**src/design/ipv4_five_tuple_header_parser_unit_assert.svh**
```systemverilog
// ----------------------------------------------------------------------------
// ipv4 five-tuple parser assertion macros
// clocked implication checks, disabled while reset is low
// ----------------------------------------------------------------------------
`ifndef IPV4_FIVE_TUPLE_HEADER_PARSER_UNIT_ASSERT_SVH
`define IPV4_FIVE_TUPLE_HEADER_PARSER_UNIT_ASSERT_SVH

// same-cycle implication
`define IPV4FT_ASSERT_SAME(name, clock, resetn, ante, cons, msg) \
  name: assert property (@(posedge clock) disable iff (!(resetn)) (ante) |-> (cons)) \
    else $error(msg);

// next-cycle implication
`define IPV4FT_ASSERT_NEXT(name, clock, resetn, ante, cons, msg) \
  name: assert property (@(posedge clock) disable iff (!(resetn)) (ante) |=> (cons)) \
    else $error(msg);

`endif

```
**src/design/ipv4ft_pkg.sv**
```systemverilog
// ----------------------------------------------------------------------------
// ipv4ft_pkg
// shared types and constants of the ipv4 five-tuple header parser
// ----------------------------------------------------------------------------
`default_nettype none

package ipv4ft_pkg;

  localparam int COUNT_BITS = 16;
  localparam int LEN_W      = 16;

  typedef logic [COUNT_BITS-1:0] count_t;
  typedef logic [LEN_W-1:0]      flen_t;

  localparam logic [15:0] ETHERTYPE_IPV4 = 16'h0800;
  localparam logic [3:0]  IP_VERSION_4   = 4'd4;
  localparam logic [7:0]  PROTO_TCP      = 8'd6;
  localparam logic [7:0]  PROTO_UDP      = 8'd17;
  localparam logic [2:0]  KIND_OUTGOING  = 3'd4;

  localparam int ETH_LEN    = 14;
  localparam int IP_MIN_LEN = 20;
  localparam int TCP_LEN    = 20;
  localparam int UDP_LEN    = 8;

  localparam int POS_ETYPE_HI  = 12;
  localparam int POS_ETYPE_LO  = 13;
  localparam int POS_VER_IHL   = 14;
  localparam int POS_PROTO     = 23;
  localparam int POS_SRC_FIRST = 26;
  localparam int POS_SRC_LAST  = 29;
  localparam int POS_DST_FIRST = 30;
  localparam int POS_DST_LAST  = 33;

  typedef enum logic [2:0] {
    ST_ACCEPTED    = 3'd0,
    ST_TOO_SHORT   = 3'd1,
    ST_NOT_IPV4    = 3'd2,
    ST_BAD_VERSION = 3'd3,
    ST_BAD_IHL     = 3'd4,
    ST_NOT_L4      = 3'd5
  } status_t;

  typedef struct packed {
    logic [7:0] data_byte;
    logic       end_of_frame;
    logic [2:0] packet_kind;
  } beat_t;

  typedef struct packed {
    status_t     status;
    logic [31:0] source_address;
    logic [31:0] dest_address;
    logic [15:0] source_port;
    logic [15:0] dest_port;
    logic [7:0]  protocol;
    flen_t       frame_length;
    logic        outgoing;
  } result_t;

endpackage

`default_nettype wire

```
**src/design/ipv4ft_in_if.sv**
```systemverilog
// ----------------------------------------------------------------------------
// ipv4ft_in_if
// byte stream channel into the parser, one frame byte per beat
// ----------------------------------------------------------------------------
`default_nettype none

interface ipv4ft_in_if;
  logic       valid;
  logic       ready;
  logic [7:0] data_byte;
  logic       end_of_frame;
  logic [2:0] packet_kind;

  modport source (output valid, output data_byte, output end_of_frame,
                  output packet_kind, input ready);
  modport sink   (input valid, input data_byte, input end_of_frame,
                  input packet_kind, output ready);
endinterface

`default_nettype wire

```
**src/design/ipv4ft_out_if.sv**
```systemverilog
// ----------------------------------------------------------------------------
// ipv4ft_out_if
// per-frame record channel out of the parser, one record per beat
// ----------------------------------------------------------------------------
`default_nettype none

interface ipv4ft_out_if;
  logic        valid;
  logic        ready;
  logic [2:0]  status;
  logic [31:0] source_address;
  logic [31:0] dest_address;
  logic [15:0] source_port;
  logic [15:0] dest_port;
  logic [7:0]  protocol;
  logic [15:0] frame_length;
  logic        outgoing;

  modport source (output valid, output status, output source_address,
                  output dest_address, output source_port, output dest_port,
                  output protocol, output frame_length, output outgoing,
                  input ready);
  modport sink   (input valid, input status, input source_address,
                  input dest_address, input source_port, input dest_port,
                  input protocol, input frame_length, input outgoing,
                  output ready);
endinterface

`default_nettype wire

```
**src/design/ipv4ft_frame_parser.sv**
```systemverilog
// ----------------------------------------------------------------------------
// ipv4ft_frame_parser
// per-frame field capture and classification, record on the last byte
// ----------------------------------------------------------------------------
`default_nettype none

module ipv4ft_frame_parser (
  input  wire logic               clk,
  input  wire logic               rst_n,
  input  wire logic               beat_fire,
  input  wire ipv4ft_pkg::beat_t  beat,
  output logic                    res_valid,
  output ipv4ft_pkg::result_t     res
);

  ipv4ft_pkg::count_t byte_idx_r, byte_idx_nxt;
  logic [15:0]        etype_r, etype_nxt;
  logic [7:0]         ver_ihl_r, ver_ihl_nxt;
  logic [7:0]         proto_r, proto_nxt;
  logic [31:0]        src_r, src_nxt;
  logic [31:0]        dst_r, dst_nxt;
  logic [15:0]        sport_r, sport_nxt;
  logic [15:0]        dport_r, dport_nxt;

  ipv4ft_pkg::count_t pos;
  ipv4ft_pkg::count_t l4;
  ipv4ft_pkg::count_t len;
  ipv4ft_pkg::count_t need;
  logic [5:0]         ihl_bytes;
  logic [7:0]         b;
  ipv4ft_pkg::status_t st;

  assign pos = byte_idx_r;
  assign b   = beat.data_byte;
  // port offset uses the header length known before this byte
  assign l4  = ipv4ft_pkg::count_t'(ipv4ft_pkg::ETH_LEN)
             + ipv4ft_pkg::count_t'({ver_ihl_r[3:0], 2'b00});

  always_comb begin
    etype_nxt   = etype_r;
    ver_ihl_nxt = ver_ihl_r;
    proto_nxt   = proto_r;
    src_nxt     = src_r;
    dst_nxt     = dst_r;
    sport_nxt   = sport_r;
    dport_nxt   = dport_r;
    if (pos == ipv4ft_pkg::count_t'(ipv4ft_pkg::POS_ETYPE_HI)) etype_nxt[15:8] = b;
    if (pos == ipv4ft_pkg::count_t'(ipv4ft_pkg::POS_ETYPE_LO)) etype_nxt[7:0] = b;
    if (pos == ipv4ft_pkg::count_t'(ipv4ft_pkg::POS_VER_IHL)) ver_ihl_nxt = b;
    if (pos == ipv4ft_pkg::count_t'(ipv4ft_pkg::POS_PROTO)) proto_nxt = b;
    if (pos >= ipv4ft_pkg::count_t'(ipv4ft_pkg::POS_SRC_FIRST) &&
        pos <= ipv4ft_pkg::count_t'(ipv4ft_pkg::POS_SRC_LAST)) begin
      src_nxt = {src_r[23:0], b};
    end
    if (pos >= ipv4ft_pkg::count_t'(ipv4ft_pkg::POS_DST_FIRST) &&
        pos <= ipv4ft_pkg::count_t'(ipv4ft_pkg::POS_DST_LAST)) begin
      dst_nxt = {dst_r[23:0], b};
    end
    if (pos == l4) sport_nxt[15:8] = b;
    if (pos == l4 + ipv4ft_pkg::count_t'(1)) sport_nxt[7:0] = b;
    if (pos == l4 + ipv4ft_pkg::count_t'(2)) dport_nxt[15:8] = b;
    if (pos == l4 + ipv4ft_pkg::count_t'(3)) dport_nxt[7:0] = b;
    byte_idx_nxt = (&byte_idx_r) ? byte_idx_r : byte_idx_r + ipv4ft_pkg::count_t'(1);
  end

  assign len       = byte_idx_nxt;
  assign ihl_bytes = {ver_ihl_nxt[3:0], 2'b00};
  assign need      = ipv4ft_pkg::count_t'(ipv4ft_pkg::ETH_LEN)
                   + ipv4ft_pkg::count_t'(ihl_bytes)
                   + ((proto_nxt == ipv4ft_pkg::PROTO_TCP)
                      ? ipv4ft_pkg::count_t'(ipv4ft_pkg::TCP_LEN)
                      : ipv4ft_pkg::count_t'(ipv4ft_pkg::UDP_LEN));

  always_comb begin
    if (len < ipv4ft_pkg::count_t'(ipv4ft_pkg::ETH_LEN)) begin
      st = ipv4ft_pkg::ST_TOO_SHORT;
    end else if (etype_nxt != ipv4ft_pkg::ETHERTYPE_IPV4) begin
      st = ipv4ft_pkg::ST_NOT_IPV4;
    end else if (len < ipv4ft_pkg::count_t'(ipv4ft_pkg::ETH_LEN + ipv4ft_pkg::IP_MIN_LEN)) begin
      st = ipv4ft_pkg::ST_TOO_SHORT;
    end else if (ver_ihl_nxt[7:4] != ipv4ft_pkg::IP_VERSION_4) begin
      st = ipv4ft_pkg::ST_BAD_VERSION;
    end else if (ihl_bytes < 6'(ipv4ft_pkg::IP_MIN_LEN)) begin
      st = ipv4ft_pkg::ST_BAD_IHL;
    end else if (!(proto_nxt inside {ipv4ft_pkg::PROTO_TCP, ipv4ft_pkg::PROTO_UDP})) begin
      st = ipv4ft_pkg::ST_NOT_L4;
    end else if (len < need) begin
      st = ipv4ft_pkg::ST_TOO_SHORT;
    end else begin
      st = ipv4ft_pkg::ST_ACCEPTED;
    end
  end

  always_comb begin
    res.status         = st;
    res.source_address = (st == ipv4ft_pkg::ST_ACCEPTED) ? src_nxt : '0;
    res.dest_address   = (st == ipv4ft_pkg::ST_ACCEPTED) ? dst_nxt : '0;
    res.source_port    = (st == ipv4ft_pkg::ST_ACCEPTED) ? sport_nxt : '0;
    res.dest_port      = (st == ipv4ft_pkg::ST_ACCEPTED) ? dport_nxt : '0;
    res.protocol       = (st == ipv4ft_pkg::ST_ACCEPTED) ? proto_nxt : '0;
    res.frame_length   = ((len >> ipv4ft_pkg::LEN_W) != '0) ? '1
                       : ipv4ft_pkg::LEN_W'(len);
    res.outgoing       = (beat.packet_kind == ipv4ft_pkg::KIND_OUTGOING);
  end

  assign res_valid = beat_fire && beat.end_of_frame;

  always_ff @(posedge clk) begin
    if (!rst_n || res_valid) begin
      byte_idx_r <= '0;
      etype_r    <= '0;
      ver_ihl_r  <= '0;
      proto_r    <= '0;
      src_r      <= '0;
      dst_r      <= '0;
      sport_r    <= '0;
      dport_r    <= '0;
    end else if (beat_fire) begin
      byte_idx_r <= byte_idx_nxt;
      etype_r    <= etype_nxt;
      ver_ihl_r  <= ver_ihl_nxt;
      proto_r    <= proto_nxt;
      src_r      <= src_nxt;
      dst_r      <= dst_nxt;
      sport_r    <= sport_nxt;
      dport_r    <= dport_nxt;
    end
  end

endmodule

`default_nettype wire

```
**src/design/ipv4_five_tuple_header_parser_unit.sv**
```systemverilog
// ----------------------------------------------------------------------------
// ipv4_five_tuple_header_parser_unit
// ethernet/ipv4 tcp-udp five-tuple extraction from a byte stream
//
// in_bus carries one frame byte per beat, starting at the destination mac;
// end_of_frame marks the last byte and packet_kind is sampled on it.
// out_bus carries one record per frame: status, addresses, ports, protocol,
// saturated frame length and outgoing flag; flow fields are zero unless
// the status is accepted.
// throughput: one byte per cycle, sustained across frame boundaries unless a last byte waits on a stalled out_bus.
// the path is an input register, capture and classify logic, and a result
// register; a finished record waits in the result register while bytes
// of the next frame keep flowing, and only a second last byte holds off
// in_bus.ready while out_bus is stalled.
// reset (rst_n low, synchronous) empties both registers and clears all
// per-frame capture state; the first byte after reset starts a frame.
// ----------------------------------------------------------------------------
`default_nettype none

`include "ipv4_five_tuple_header_parser_unit_assert.svh"

module ipv4_five_tuple_header_parser_unit (
  input  wire logic     clk,
  input  wire logic     rst_n,
  ipv4ft_in_if.sink     in_bus,
  ipv4ft_out_if.source  out_bus
);

  ipv4ft_pkg::beat_t   beat_r;
  logic                s1_valid_r, s1_valid_nxt;
  ipv4ft_pkg::result_t res_r;
  logic                out_valid_r, out_valid_nxt;

  logic                out_stall;
  logic                s1_fire;
  logic                in_ready;
  logic                in_fire;
  logic                res_valid;
  ipv4ft_pkg::result_t res;

  assign out_stall = out_valid_r && !out_bus.ready;
  assign s1_fire   = s1_valid_r && !(beat_r.end_of_frame && out_stall);
  assign in_ready  = !s1_valid_r || s1_fire;
  assign in_fire   = in_bus.valid && in_ready;

  assign in_bus.ready = in_ready;

  always_comb begin
    s1_valid_nxt = s1_valid_r;
    if (in_fire) begin
      s1_valid_nxt = 1'b1;
    end else if (s1_fire) begin
      s1_valid_nxt = 1'b0;
    end
    out_valid_nxt = out_valid_r;
    if (res_valid) begin
      out_valid_nxt = 1'b1;
    end else if (out_bus.ready) begin
      out_valid_nxt = 1'b0;
    end
  end

  always_ff @(posedge clk) begin
    if (!rst_n) begin
      s1_valid_r  <= 1'b0;
      out_valid_r <= 1'b0;
    end else begin
      s1_valid_r  <= s1_valid_nxt;
      out_valid_r <= out_valid_nxt;
    end
  end

  always_ff @(posedge clk) begin
    if (in_fire) begin
      beat_r.data_byte    <= in_bus.data_byte;
      beat_r.end_of_frame <= in_bus.end_of_frame;
      beat_r.packet_kind  <= in_bus.packet_kind;
    end
    if (res_valid) begin
      res_r <= res;
    end
  end

  ipv4ft_frame_parser u_parser (
    .clk       (clk),
    .rst_n     (rst_n),
    .beat_fire (s1_fire),
    .beat      (beat_r),
    .res_valid (res_valid),
    .res       (res)
  );

  assign out_bus.valid          = out_valid_r;
  assign out_bus.status         = res_r.status;
  assign out_bus.source_address = res_r.source_address;
  assign out_bus.dest_address   = res_r.dest_address;
  assign out_bus.source_port    = res_r.source_port;
  assign out_bus.dest_port      = res_r.dest_port;
  assign out_bus.protocol       = res_r.protocol;
  assign out_bus.frame_length   = res_r.frame_length;
  assign out_bus.outgoing       = res_r.outgoing;

  `IPV4FT_ASSERT_SAME(a_rec_from_last_beat, clk, rst_n, $rose(out_valid_r), $past(s1_valid_r && beat_r.end_of_frame), "record without a last byte")
  `IPV4FT_ASSERT_NEXT(a_held_beat_kept, clk, rst_n, s1_valid_r && !s1_fire, s1_valid_r && $stable(beat_r), "held byte lost")
  `IPV4FT_ASSERT_SAME(a_reject_zeroed, clk, rst_n, out_valid_r && res_r.status != ipv4ft_pkg::ST_ACCEPTED, res_r.source_address == '0 && res_r.dest_address == '0 && res_r.source_port == '0 && res_r.dest_port == '0 && res_r.protocol == '0, "rejected record carries flow fields")
  `IPV4FT_ASSERT_SAME(a_accept_l4, clk, rst_n, out_valid_r && res_r.status == ipv4ft_pkg::ST_ACCEPTED, res_r.protocol == ipv4ft_pkg::PROTO_TCP || res_r.protocol == ipv4ft_pkg::PROTO_UDP, "accepted record not tcp or udp")

endmodule

`default_nettype wire
```
**src/flat_wrapper.sv**
```systemverilog
// flat-port wrapper written by rule: the top's interface ports become plain ports
module ipv4_five_tuple_header_parser_unit_flat 
  (clk, rst_n, in_bus_valid, in_bus_data_byte, in_bus_end_of_frame, in_bus_packet_kind, in_bus_ready, out_bus_valid, out_bus_status, out_bus_source_address, out_bus_dest_address, out_bus_source_port, out_bus_dest_port, out_bus_protocol, out_bus_frame_length, out_bus_outgoing, out_bus_ready);
  ipv4ft_in_if in_bus_i ();
  ipv4ft_out_if out_bus_i ();
  input  wire logic clk;
  input  wire logic rst_n;
  input wire logic [$bits(in_bus_i.valid)-1:0] in_bus_valid;
  input wire logic [$bits(in_bus_i.data_byte)-1:0] in_bus_data_byte;
  input wire logic [$bits(in_bus_i.end_of_frame)-1:0] in_bus_end_of_frame;
  input wire logic [$bits(in_bus_i.packet_kind)-1:0] in_bus_packet_kind;
  output wire logic [$bits(in_bus_i.ready)-1:0] in_bus_ready;
  output wire logic [$bits(out_bus_i.valid)-1:0] out_bus_valid;
  output wire logic [$bits(out_bus_i.status)-1:0] out_bus_status;
  output wire logic [$bits(out_bus_i.source_address)-1:0] out_bus_source_address;
  output wire logic [$bits(out_bus_i.dest_address)-1:0] out_bus_dest_address;
  output wire logic [$bits(out_bus_i.source_port)-1:0] out_bus_source_port;
  output wire logic [$bits(out_bus_i.dest_port)-1:0] out_bus_dest_port;
  output wire logic [$bits(out_bus_i.protocol)-1:0] out_bus_protocol;
  output wire logic [$bits(out_bus_i.frame_length)-1:0] out_bus_frame_length;
  output wire logic [$bits(out_bus_i.outgoing)-1:0] out_bus_outgoing;
  input wire logic [$bits(out_bus_i.ready)-1:0] out_bus_ready;
  assign in_bus_i.valid = in_bus_valid;
  assign in_bus_i.data_byte = in_bus_data_byte;
  assign in_bus_i.end_of_frame = in_bus_end_of_frame;
  assign in_bus_i.packet_kind = in_bus_packet_kind;
  assign in_bus_ready = in_bus_i.ready;
  assign out_bus_valid = out_bus_i.valid;
  assign out_bus_status = out_bus_i.status;
  assign out_bus_source_address = out_bus_i.source_address;
  assign out_bus_dest_address = out_bus_i.dest_address;
  assign out_bus_source_port = out_bus_i.source_port;
  assign out_bus_dest_port = out_bus_i.dest_port;
  assign out_bus_protocol = out_bus_i.protocol;
  assign out_bus_frame_length = out_bus_i.frame_length;
  assign out_bus_outgoing = out_bus_i.outgoing;
  assign out_bus_i.ready = out_bus_ready;
  ipv4_five_tuple_header_parser_unit u_core (.clk(clk), .rst_n(rst_n), .in_bus(in_bus_i), .out_bus(out_bus_i));
endmodule
```
**config.mk**
```make
export PLATFORM = sky130hd
export DESIGN_NAME = ipv4_five_tuple_header_parser_unit_flat
export DESIGN_NICKNAME = d
export VERILOG_FILES = /design/src/design/ipv4ft_pkg.sv /design/src/design/ipv4ft_in_if.sv /design/src/design/ipv4ft_out_if.sv /design/src/design/ipv4ft_frame_parser.sv /design/src/design/ipv4_five_tuple_header_parser_unit.sv /design/src/flat_wrapper.sv
export VERILOG_INCLUDE_DIRS = /design/src /design/src/design
export SDC_FILE = /design/constraint.sdc
export NUM_CORES = 1
export LEC_CHECK = 0
export ABC_CLOCK_PERIOD_IN_PS = 8350
export BUFFER_PORTS_ARGS = -buffer_cell sky130_fd_sc_hd__buf_4
export CAP_MARGIN = 5
export CORE_ASPECT_RATIO = 1.1
export CORE_MARGIN = 2
export CORE_UTILIZATION = 60
export CTS_CLUSTER_SIZE = 40
export DETAILED_ROUTE_END_ITERATION = 10
export GPL_TIMING_DRIVEN = 0
export PLACE_DENSITY = 0.89
export SLEW_MARGIN = 15
export SYNTH_ARGS = -nofsm -noshare
export SYNTH_HDL_FRONTEND = slang
export SYNTH_SLANG_ARGS = --single-unit
export TNS_END_PERCENT = 5
```
**constraint.sdc**
```tcl
create_clock -name clk -period 8.35 [get_ports clk]
set_input_delay 1.67 -clock clk [delete_from_list [all_inputs] [get_ports clk]]
set_output_delay 1.67 -clock clk [all_outputs]
set_load 0.02 [all_outputs]
```
==> flow_summary.yaml, run 1 <==
timing:
  setup_tns_ns: 0
  fin_crit_ns: 6.050
  setup_viol: 0
  hold_viol_final: 0
  fmax_ghz: 0.1653
  rsz0062_at_grt: "no"
  finClkSkew_ns: 0.01727
  worst_slew_pin_slew_ns: 1.132
  fin_ws_ns: 2.300
  maxSlewHeadroom_pct: 23.89
  final_max_slew_viol_count: 0
  fin_crit_sh_pct: 72.45
final_layout:
  drive_gt1_share_pct: 22.59
  fillers: 1490
  area_delta_synth_final_pct: 18.69
  final_nets: 1480
  diodes: 0
  most-common-layout-cells: "nand2_1, buf_4, dfxtp_1"
  finalInstanceArea_um2: 15730
  final_common_cell: "nand2_1"
global_routing:
  grt_usage_pct: 27.73
  grt_pass1_wl_um: 52160
  grt_pass1_vias: 10060
  antenna_found_initial: 0
  grt_max_degree: 54
  gr-total-overflow: 0
placement:
  placed_cell_area_um2: 14740
  io_buffers: 141
  hpwl_um: 22840
  place_congestion: 0.9209
  pre_cts_slack_ns: 2.461
logic_synthesis:
  syn_avg_cell_area_um2: 10.42
  muxShareOfSynthArea_pct: 10.24
  netlist_area_um2: 13250
  synth_xor_area_share_pct: 1.653
  synthCells: 1272
  synth_fa_ha_area_share_pct: 1.568
  synth_compound_area_share_pct: 6.827
  synth_edf_count: 136
  synth_top_family_by_area: "simple AND/OR/NAND/NOR gates"
  ys_seq_area_share_pct: 52.88
  ys_types: 62
  synth-simple-area-share_pct: 22.10
  yosysWarnings: 0
  synth-seq-cells: 282
  synthFlopType: "dfxtp_1"
  postSynth.asyncResetShare_pct: 0
power_and_ir_drop:
  power.internal_uw: 2241
  ir_drop_uv: 185.7
  seq_power_share_pct: 50.9
  clock_power_share_pct: 45.8
  comb_power_share_pct: 3.3
  power.leakage_uw: 0.006222
  power.density_nw_per_um2: 182.2
  p_sw_uw: 624.3
  swShare_pct: 21.79
routing:
  num_vias: 10430
  via_per_inst: 5.910
  wire_per_inst_um: 18.77
  wl_um: 33130
  drc_errors: 0
  postRouteAntennaNets: 0
  first_pass_iters: 6
  first_iter_violations: 853
clock_tree:
  cts_inserted_buffers: 28
  clkSinkCount: 282
  cts-root-buf: "clkbuf_16"
  cts_buffer_depth: 3
  cts_resized: 0
  path_clk_slew_ns: 0.06
  post-cts-setup-buffers: 0
  cts_tree: "done"
  htreeDepth: 1
  holdBufCountCts: 0
  clock_latency_ns: 0.56
setup_path:
  crit_type: "reg -> reg"
  startpoint_type: "flop"
  end_kind: "flop"
  crit_fanout: 10
  crit_required_ns: 8.64
  cp.arrival_ns: 6.34
floorplan:
  dieWidth_um: 145.7
  fp.dieArea_um2: 23290
  start_util_pct: 60.52
  rows: 57
  pin_count: 142
  core_um2: 21890
  dieHeight_um: 159.9
run_status:
  outcome: "complete, no violations"
hold_path:
  min_path_type: "reg -> reg"
job:
  timing.max_cap.violations: 0
==> worst paths after layout <==
kind                                                from                                     endpoint  slack [ns]  cells after the start
min               u_core.u_parser.src_r[25]$_SDFFE_PP0P_       u_core.u_parser.src_r[25]$_SDFFE_PP0P_        0.45                      2
max          u_core.u_parser.byte_idx_r[11]$_SDFFE_PP0P_  u_core.out_bus.source_port[7]$_SDFFCE_PP0P_        2.30                     22
max reg2reg  u_core.u_parser.byte_idx_r[11]$_SDFFE_PP0P_  u_core.out_bus.source_port[7]$_SDFFCE_PP0P_        2.30                     22
min reg2reg       u_core.u_parser.src_r[25]$_SDFFE_PP0P_       u_core.u_parser.src_r[25]$_SDFFE_PP0P_        0.45                      2
==> cell usage after synthesis (all sizes together) (4+ instances only) <==
library cell / count / area [µm²]
nor3: 109 / 991.0
a211oi: 5 / 37.54
buf: 38 / 279.0
nor2: 70 / 262.8
o21a: 5 / 37.54
mux2: 4 / 45.04
a31oi: 4 / 25.02
o21ai: 11 / 55.05
nor4: 10 / 98.84
inv: 19 / 71.32
nand4: 11 / 68.82
a21oi: 119 / 595.6
xor2: 9 / 78.83
edfxtp: 136 / 4084
nor4bb: 4 / 40.04
dfxtp: 146 / 2923
or3: 6 / 37.54
nor4b: 5 / 50.04
clkbuf: 73 / 274.0
and3: 4 / 25.02
and4: 6 / 52.55
ha: 15 / 187.7
or4: 4 / 33.78
mux2i: 131 / 1311
nand3: 34 / 170.2
xnor2: 16 / 140.1
nand2: 221 / 829.6
or2: 9 / 56.30
nand2b: 6 / 37.54
==> per-layer routing <==
layer | GRT usage [%] | vias up | wire length, µm
met5 | 0 | - | 0
met4 | 13.95 | 0 | 1641
met3 | 4.486 | 124 | 2613
met2 | 46.72 | 531 | 15920
met1 | 34.71 | 4926 | 12950
li1 | - | 4850 | -
==> cell type report <==
class,instances,area (µm²),share of cell area (%)
timing repair buffer,143,1106,7.033
inverter,19,71.32,0.4535
tap,295,369.1,2.347
clock buffer,36,825.8,5.251
sequential,282,7007,44.55
multi-input combinational,863,5642,35.87
clock inverter,16,152.6,0.9706
buffer,111,553.0,3.517
==> power by group through the flow <==
stage | logic (µW) | registers [µW] | clock network [µW]
floorplan | 44.8 | 1500 | 0
finish | 95.9 | 1460 | 1310
CTS | 93.6 | 1460 | 1310
detailed placement | 93.0 | 1490 | 0
global placement | 89.5 | 1490 | 0
global route | 99.7 | 1460 | 1370
==> through the flow <==
stage                     instances  utilization, %  power (µW)  hold WS, ns
final                          1765           71.83        2866       0.4543
after global routing           1765           71.83        2925       0.4665
after CTS                      1765           71.80        2866       0.4515
after detailed placement       1713           67.33        1581       0.4425
after global placement         1711           67.09        1581       0.4351
after floorplan                1275               -        1540       0.4269
==> state kept, by name (all words and copies together) (netlist names), 12 cells and up <==
| register | count |
|---|---|
| u_core.beat_r | 12 |
| u_core.out_bus.dest_address | 32 |
| u_core.out_bus.dest_port | 16 |
| u_core.out_bus.frame_length | 16 |
| u_core.out_bus.source_address | 32 |
| u_core.out_bus.source_port | 16 |
| u_core.u_parser.byte_idx_r | 16 |
| u_core.u_parser.dport_r | 16 |
| u_core.u_parser.dst_r | 32 |
| u_core.u_parser.etype_r | 16 |
| u_core.u_parser.sport_r | 16 |
| u_core.u_parser.src_r | 32 |
==> worst max-delay path, stage by stage (launching register included) <==
cell      delay [ns]
dfxtp_1         0.29
clkbuf_1        0.19
or4_1           0.51
buf_2           0.20
nor4b_1         0.35
nor4b_2         0.58
nand2_1         0.10
o21ai_1         0.34
xnor2_1         0.20
ha_1            0.20
inv_1           0.06
fa_1            0.38
xor2_1          0.16
ha_1            0.28
and4_1          0.21
nand3_1         0.10
mux2_2          0.15
nand3_1         0.08
or4_1           0.41
o211ai_1        0.11
buf_2           0.40
buf_2           0.39
nor3_2          0.10
==> logic make-up after synthesis <==
kind of cell | Yosys count
other cells | 1
compound gates | 163
flops | 282
xor+xnor | 25
simple gates | 520
mux | 135
fa+ha+maj | 16
buf+inv | 130
No activity file was read; power rests on OpenSTA's default activity.
==> run 2, diff against run 1 <==
--- a/config.mk
+++ b/config.mk
@@ -6,16 +6,16 @@
 export SDC_FILE = /design/constraint.sdc
 export NUM_CORES = 1
 export LEC_CHECK = 0
-export ABC_CLOCK_PERIOD_IN_PS = 8350
+export ABC_CLOCK_PERIOD_IN_PS = 5200
 export BUFFER_PORTS_ARGS = -buffer_cell sky130_fd_sc_hd__buf_4
 export CAP_MARGIN = 5
 export CORE_ASPECT_RATIO = 1.1
 export CORE_MARGIN = 2
-export CORE_UTILIZATION = 60
+export CORE_UTILIZATION = 53
 export CTS_CLUSTER_SIZE = 40
 export DETAILED_ROUTE_END_ITERATION = 10
 export GPL_TIMING_DRIVEN = 0
-export PLACE_DENSITY = 0.89
+export PLACE_DENSITY = 0.84
 export SLEW_MARGIN = 15
 export SYNTH_ARGS = -nofsm -noshare
 export SYNTH_HDL_FRONTEND = slang
==> constraint.sdc (replaced) <==
create_clock -name clk -period 5.2 [get_ports clk]
set_input_delay 1.04 -clock clk [delete_from_list [all_inputs] [get_ports clk]]
set_output_delay 1.04 -clock clk [all_outputs]
set_load 0.02 [all_outputs]
==> flow_summary.yaml, run 2 (synthesized netlist as in run 1, its figures left out) <==
timing:
  setup_viol: 0
  hold_viol_final: 0
  maxSlewHeadroom_pct: 37.96
  fin_crit_sh_pct: 97.91
  final_max_slew_viol_count: 0
  finClkSkew_ns: 0.009183
  worst_slew_pin_slew_ns: 0.9305
  fmax_ghz: 0.1964
  whs_ns: 0.4509
  fin_crit_ns: 5.091
power_and_ir_drop:
  swShare_pct: 21.32
  p_sw_uw: 991.8
  clock_power_share_pct: 46.3
  power.internal_uw: 3659
  power.density_nw_per_um2: 285.9
  ir_drop_uv: 187.0
  seq_power_share_pct: 50.3
  power.leakage_uw: 0.006519
  comb_power_share_pct: 3.3
  power_uw: 4651
hold_path:
  min_path_type: "reg -> reg"
floorplan:
  start_util_pct: 53.98
  pin_count: 142
  core_um2: 24550
  fp.dieArea_um2: 26280
  dieWidth_um: 154.8
  rows: 60
  dieHeight_um: 169.8
placement:
  dp.cells: 1728
  io_buffers: 141
  place_congestion: 0.9274
  hpwl_um: 23310
routing:
  wl_um: 34930
  drc_errors: 0
  first_iter_violations: 938
  num_vias: 10570
  wire_per_inst_um: 19.42
  first_pass_iters: 7
  postRouteAntennaNets: 0
  via_per_inst: 5.875
global_routing:
  grt_use_met1_pct: 33.13
  grt_pass1_vias: 10200
  met3_usage_pct: 4.405
  grt_usage_pct: 26.09
  grt_util_met2_pct: 44.02
  grt_pass1_wl_um: 54670
  antenna_found_initial: 0
  gr-total-overflow: 0
  grt.busiest_layer: "met2"
  grt_max_degree: 56
job:
  timing.max_cap.violations: 0
final_layout:
  final_common_cell: "nand2_1"
  final_nets: 1498
  fin_util_pct: 66.26
  area_delta_synth_final_pct: 22.76
  drive_gt1_share_pct: 25.32
  most-common-layout-cells: "nand2_1, buf_4, dfxtp_1"
  diodes: 0
  fin_cells: 1799
setup_path:
  startpoint_type: "flop"
  cp.arrival_ns: 5.38
  crit_type: "reg -> reg"
  end_kind: "flop"
  crit_required_ns: 5.49
  crit_fanout: 9
clock_tree:
  htreeDepth: 1
  clock_latency_ns: 0.55
  cts_tree: "done"
  cts_inserted_buffers: 29
  clkSinkCount: 282
  path_clk_slew_ns: 0.06
  cts_buffer_depth: 3
  cts-root-buf: "clkbuf_16"
run_status:
  outcome: "complete, no violations"
==> run 2: changes by cell type in the layout (fill, tap and decap cells not counted), moves of 4 or more <==
cell / previous run / this run
buf_12: 1 / 8
buf_2: 10 / 2
buf_4: 148 / 166
clkbuf_8: 1 / 10
dfxtp_1: 146 / 141
dfxtp_2: 0 / 4
==> run 2: worst max-delay path: stages, from the launching register on <==
cell and delay (ns):
dfxtp_2 0.37, or4_4 0.61, nor4_4 0.29, nand2_1 0.11, clkbuf_8 0.17, mux2_4 0.32
ha_4 0.28, inv_1 0.06, fa_2 0.60, ha_4 0.21, a21o_1 0.15, a21o_1 0.18
a21oi_2 0.15, nand3_2 0.09, or4_1 0.42, o211ai_1 0.16, buf_4 0.20, buf_12 0.13
buf_12 0.12, buf_12 0.13, nor3_4 0.06
==> run 2: final cells by class <==
type,instances,area [µm²]
fillers,1763,8283
flip-flops and latches,282,7015
multi-input cells,863,5812
repair buffers,168,1376
clock buffers,45,939.7
plain buffers,103,591.8
well taps,310,387.9
clock inverters,9,71.32
inverters,19,71.32
==> run 2: final timing paths <==
check | slack [ns] | startpoint | depth (start not counted) | to
worst max-delay path | 0.11 | u_core.u_parser.byte_idx_r[8]$_SDFFE_PP0P_ | 20 | u_core.out_bus.protocol[2]$_SDFFCE_PP0P_
worst min-delay path | 0.45 | u_core.u_parser.etype_r[11]$_SDFFE_PP0P_ | 2 | u_core.u_parser.etype_r[11]$_SDFFE_PP0P_
worst max register to register | 0.11 | u_core.u_parser.byte_idx_r[8]$_SDFFE_PP0P_ | 20 | u_core.out_bus.protocol[2]$_SDFFCE_PP0P_
worst min register to register | 0.45 | u_core.u_parser.etype_r[11]$_SDFFE_PP0P_ | 2 | u_core.u_parser.etype_r[11]$_SDFFE_PP0P_
==> run 2: timing repair <==
item	CTS	global route
resized for setup	50	14
pin swaps	12	11
setup buffers	14	8
hold buffers	0	0
gates cloned	3	0
endpoints found under the setup margin	100	100
==> run 2: routing by layer <==
metal	up-vias	part of all wire, %	routed length, µm
met5	-	0	0
met4	0	3.8	1328
met3	97	8.3	2913
met2	520	48	16920
met1	5072	39	13770
li1	4880	-	-
==> run 2: power by group through the flow <==
| stage | clock network (µW) | registers (µW) | logic (µW) |
|---|---|---|---|
| floorplan | 0 | 2400 | 71.9 |
| global placement | 0 | 2390 | 143 |
| detailed placement | 0 | 2390 | 149 |
| CTS | 2170 | 2340 | 150 |
| global route | 2260 | 2340 | 161 |
| finish | 2150 | 2340 | 155 |
==> run 2: per-stage QoR <==
stage	area, µm²	setup slack, ns	TNS (ns)
floorplan	13260	0.1702	0
global placement	14710	-0.5995	-61.81
detailed placement	14760	-0.6638	-58.20
CTS	16180	0.002195	0
global route	16270	-0.01158	-0.04580
finish	16270	0.1087	0
==> run 3, diff against run 2 <==
--- a/config.mk
+++ b/config.mk
@@ -10,12 +10,12 @@
 export BUFFER_PORTS_ARGS = -buffer_cell sky130_fd_sc_hd__buf_4
 export CAP_MARGIN = 5
 export CORE_ASPECT_RATIO = 1.1
-export CORE_MARGIN = 2
+export CORE_MARGIN = 5
 export CORE_UTILIZATION = 53
 export CTS_CLUSTER_SIZE = 40
 export DETAILED_ROUTE_END_ITERATION = 10
 export GPL_TIMING_DRIVEN = 0
-export PLACE_DENSITY = 0.84
+export PLACE_DENSITY_LB_ADDON = 0.05
 export SLEW_MARGIN = 15
 export SYNTH_ARGS = -nofsm -noshare
 export SYNTH_HDL_FRONTEND = slang
==> flow_summary.yaml, run 3 (synthesized netlist as in run 1, its figures left out) <==
clock_tree:
  holdBufCountCts: 0
  cts_tree: "done"
  path_clk_slew_ns: 0.06
  cts_inserted_buffers: 30
  clkSinkCount: 282
  cts-root-buf: "clkbuf_16"
  cts_buffer_depth: 3
  htreeDepth: 1
  clock_latency_ns: 0.55
final_layout:
  diodes: 0
  fillers: 1933
  drive_gt1_share_pct: 26.44
  most-common-layout-cells: "nand2_1, buf_4, dfxtp_1"
  area_delta_synth_final_pct: 24.00
  final_nets: 1521
  final_common_cell: "nand2_1"
  multi_input_area_um2: 5778
  seq_area_um2: 7025
timing:
  fin_crit_sh_pct: 100.2
  fin_ws_ns: -0.01047
  setup_viol: 11
  hold_viol_final: 0
  fin_crit_ns: 5.210
  final_max_slew_viol_count: 0
  worst_slew_pin_slew_ns: 0.9362
  fmax_ghz: 0.1919
  finClkSkew_ns: 0.01430
  rsz0062_at_grt: "yes"
  maxSlewHeadroom_pct: 37.59
  setup_tns_ns: -0.03896
  whs_ns: 0.4512
job:
  timing.max_cap.violations: 0
floorplan:
  pin_count: 142
  fp.dieArea_um2: 28270
  dieHeight_um: 175.8
  core_um2: 24550
  dieWidth_um: 160.8
  rows: 60
  start_util_pct: 53.98
global_routing:
  gr-total-overflow: 0
  grt_pass1_vias: 9924
  grt_pass1_wl_um: 54310
  grt_usage_pct: 23.57
  antenna_found_initial: 0
  grt_max_degree: 64
power_and_ir_drop:
  power_uw: 4539
  swShare_pct: 21.83
  power.internal_uw: 3548
  power.density_nw_per_um2: 276.2
  comb_power_share_pct: 3.5
  p_sw_uw: 990.9
  ir_drop_uv: 257.7
  power.leakage_uw: 0.006583
  clock_power_share_pct: 44.9
  seq_power_share_pct: 51.6
placement:
  place_congestion: 0.9122
  hpwl_um: 23460
  pre_cts_slack_ns: -0.7320
  io_buffers: 141
run_status:
  outcome: "complete, but fails checks"
  violations: "setup timing"
routing:
  first_pass_iters: 5
  drc_errors: 0
  num_vias: 10250
  wire_per_inst_um: 19.06
  first_iter_violations: 720
  via_per_inst: 5.620
  postRouteAntennaNets: 0
  wl_um: 34750
setup_path:
  crit_fanout: 6
  rrSetupSlack_ns: -0.01
  critPathMaxStageDelay_ns: 0.53
  cp.arrival_ns: 5.50
  crit_required_ns: 5.49
  end_kind: "flop"
  startpoint_type: "flop"
  crit_path_cell_trace: "or4_4 -> buf_6 -> nor4b_4 -> nor4b_4 -> nand2_1 -> o21ai_4 -> xnor2_2 -> ha_2 -> inv_2 -> fa_1 -> ha_1 -> a21o_1 -> a21o_1 -> a21oi_2 -> nand3_2 -> or4_1 -> o211ai_1 -> buf_6 -> buf_12 -> clkbuf_16 -> nor3_2"
  cp_slowest_cell: "or4_4"
  crit_type: "reg -> reg"
hold_path:
  min_path_type: "reg -> reg"
==> run 3: changes by cell type in the layout (fill, tap and decap cells not counted), moves of 3 or more <==
cell      previous run  this run
buf_4              166       181
buf_12               8        11
clkbuf_8            10         3
dfxtp_4              1         4
nor3_2              86        89
clkinv_1             2         5
==> run 3: power by group through the flow <==
stage | Combinational (µW) | Sequential, µW | Clock, µW
2_1_floorplan | 71.9 | 2400 | 0
3_3_place_gp | 151 | 2390 | 0
3_5_place_dp | 156 | 2390 | 0
4_1_cts | 156 | 2340 | 2070
5_1_grt | 168 | 2340 | 2180
6_report | 159 | 2340 | 2040
==> run 3: path summary, 6_finish.rpt <==
kind,start,endpoint,cells past startpoint
hold / removal,u_core.u_parser.dport_r[15]$_SDFFE_PP0P_,u_core.u_parser.dport_r[15]$_SDFFE_PP0P_,2
setup / recovery,u_core.u_parser.byte_idx_r[13]$_SDFFE_PP0P_,u_core.out_bus.dest_address[7]$_SDFFCE_PP0P_,21
hold reg to reg,u_core.u_parser.dport_r[15]$_SDFFE_PP0P_,u_core.u_parser.dport_r[15]$_SDFFE_PP0P_,2
setup reg to reg,u_core.u_parser.byte_idx_r[13]$_SDFFE_PP0P_,u_core.out_bus.dest_address[7]$_SDFFCE_PP0P_,21
==> run 3: area by class of cell <==
type                       count  share of cell area (%)
sequential                   282                   42.76
buffer                       103                   3.899
inverter                      19                  0.4341
clock inverter                15                  0.6016
clock buffer                  41                   5.132
tap                          310                   2.361
multi-input combinational    863                   35.17
timing repair buffer         190                   9.648
==> run 3: worst max-delay path, delay by kind of cell (launching register included) <==
kind / cells / cell delay (ns)
AND/OR/NAND/NOR: 7 / 1.86
adder cells (fa/ha/maj): 3 / 1.00
AO/OA/AOI/OAI: 5 / 0.90
buffers and inverters: 5 / 0.71
flip-flops: 1 / 0.33
XOR/XNOR: 1 / 0.15
==> run 3: timing repair <==
| action | in CTS | in global routing |
|---|---|---|
| resized for setup | 42 | 39 |
| endpoints found under the setup margin | 100 | 101 |
| pin swaps | 1 | 26 |
| cloned | 2 | 3 |
| setup buffers | 28 | 14 |
==> run 3: layer usage <==
| layer | vias to the layer above | global-route usage (%) | part of all wire, % |
|---|---|---|---|
| met5 | - | 0 | 0 |
| li1 | 4924 | - | - |
| met4 | 0 | 6.790 | 2.3 |
| met2 | 324 | 41.66 | 51 |
| met3 | 68 | 3.262 | 5.7 |
| met1 | 4930 | 30.33 | 41 |
==> run 3: through the flow <==
step / instances / utilization (%) / cell area (µm²)
after floorplan: 1275 / - / 13260
after detailed placement: 1728 / 60.16 / 14770
after global placement: 1726 / 59.92 / 14710
final: 1823 / 66.93 / 16430
after global routing: 1823 / 66.93 / 16430
after CTS: 1812 / 65.74 / 16140
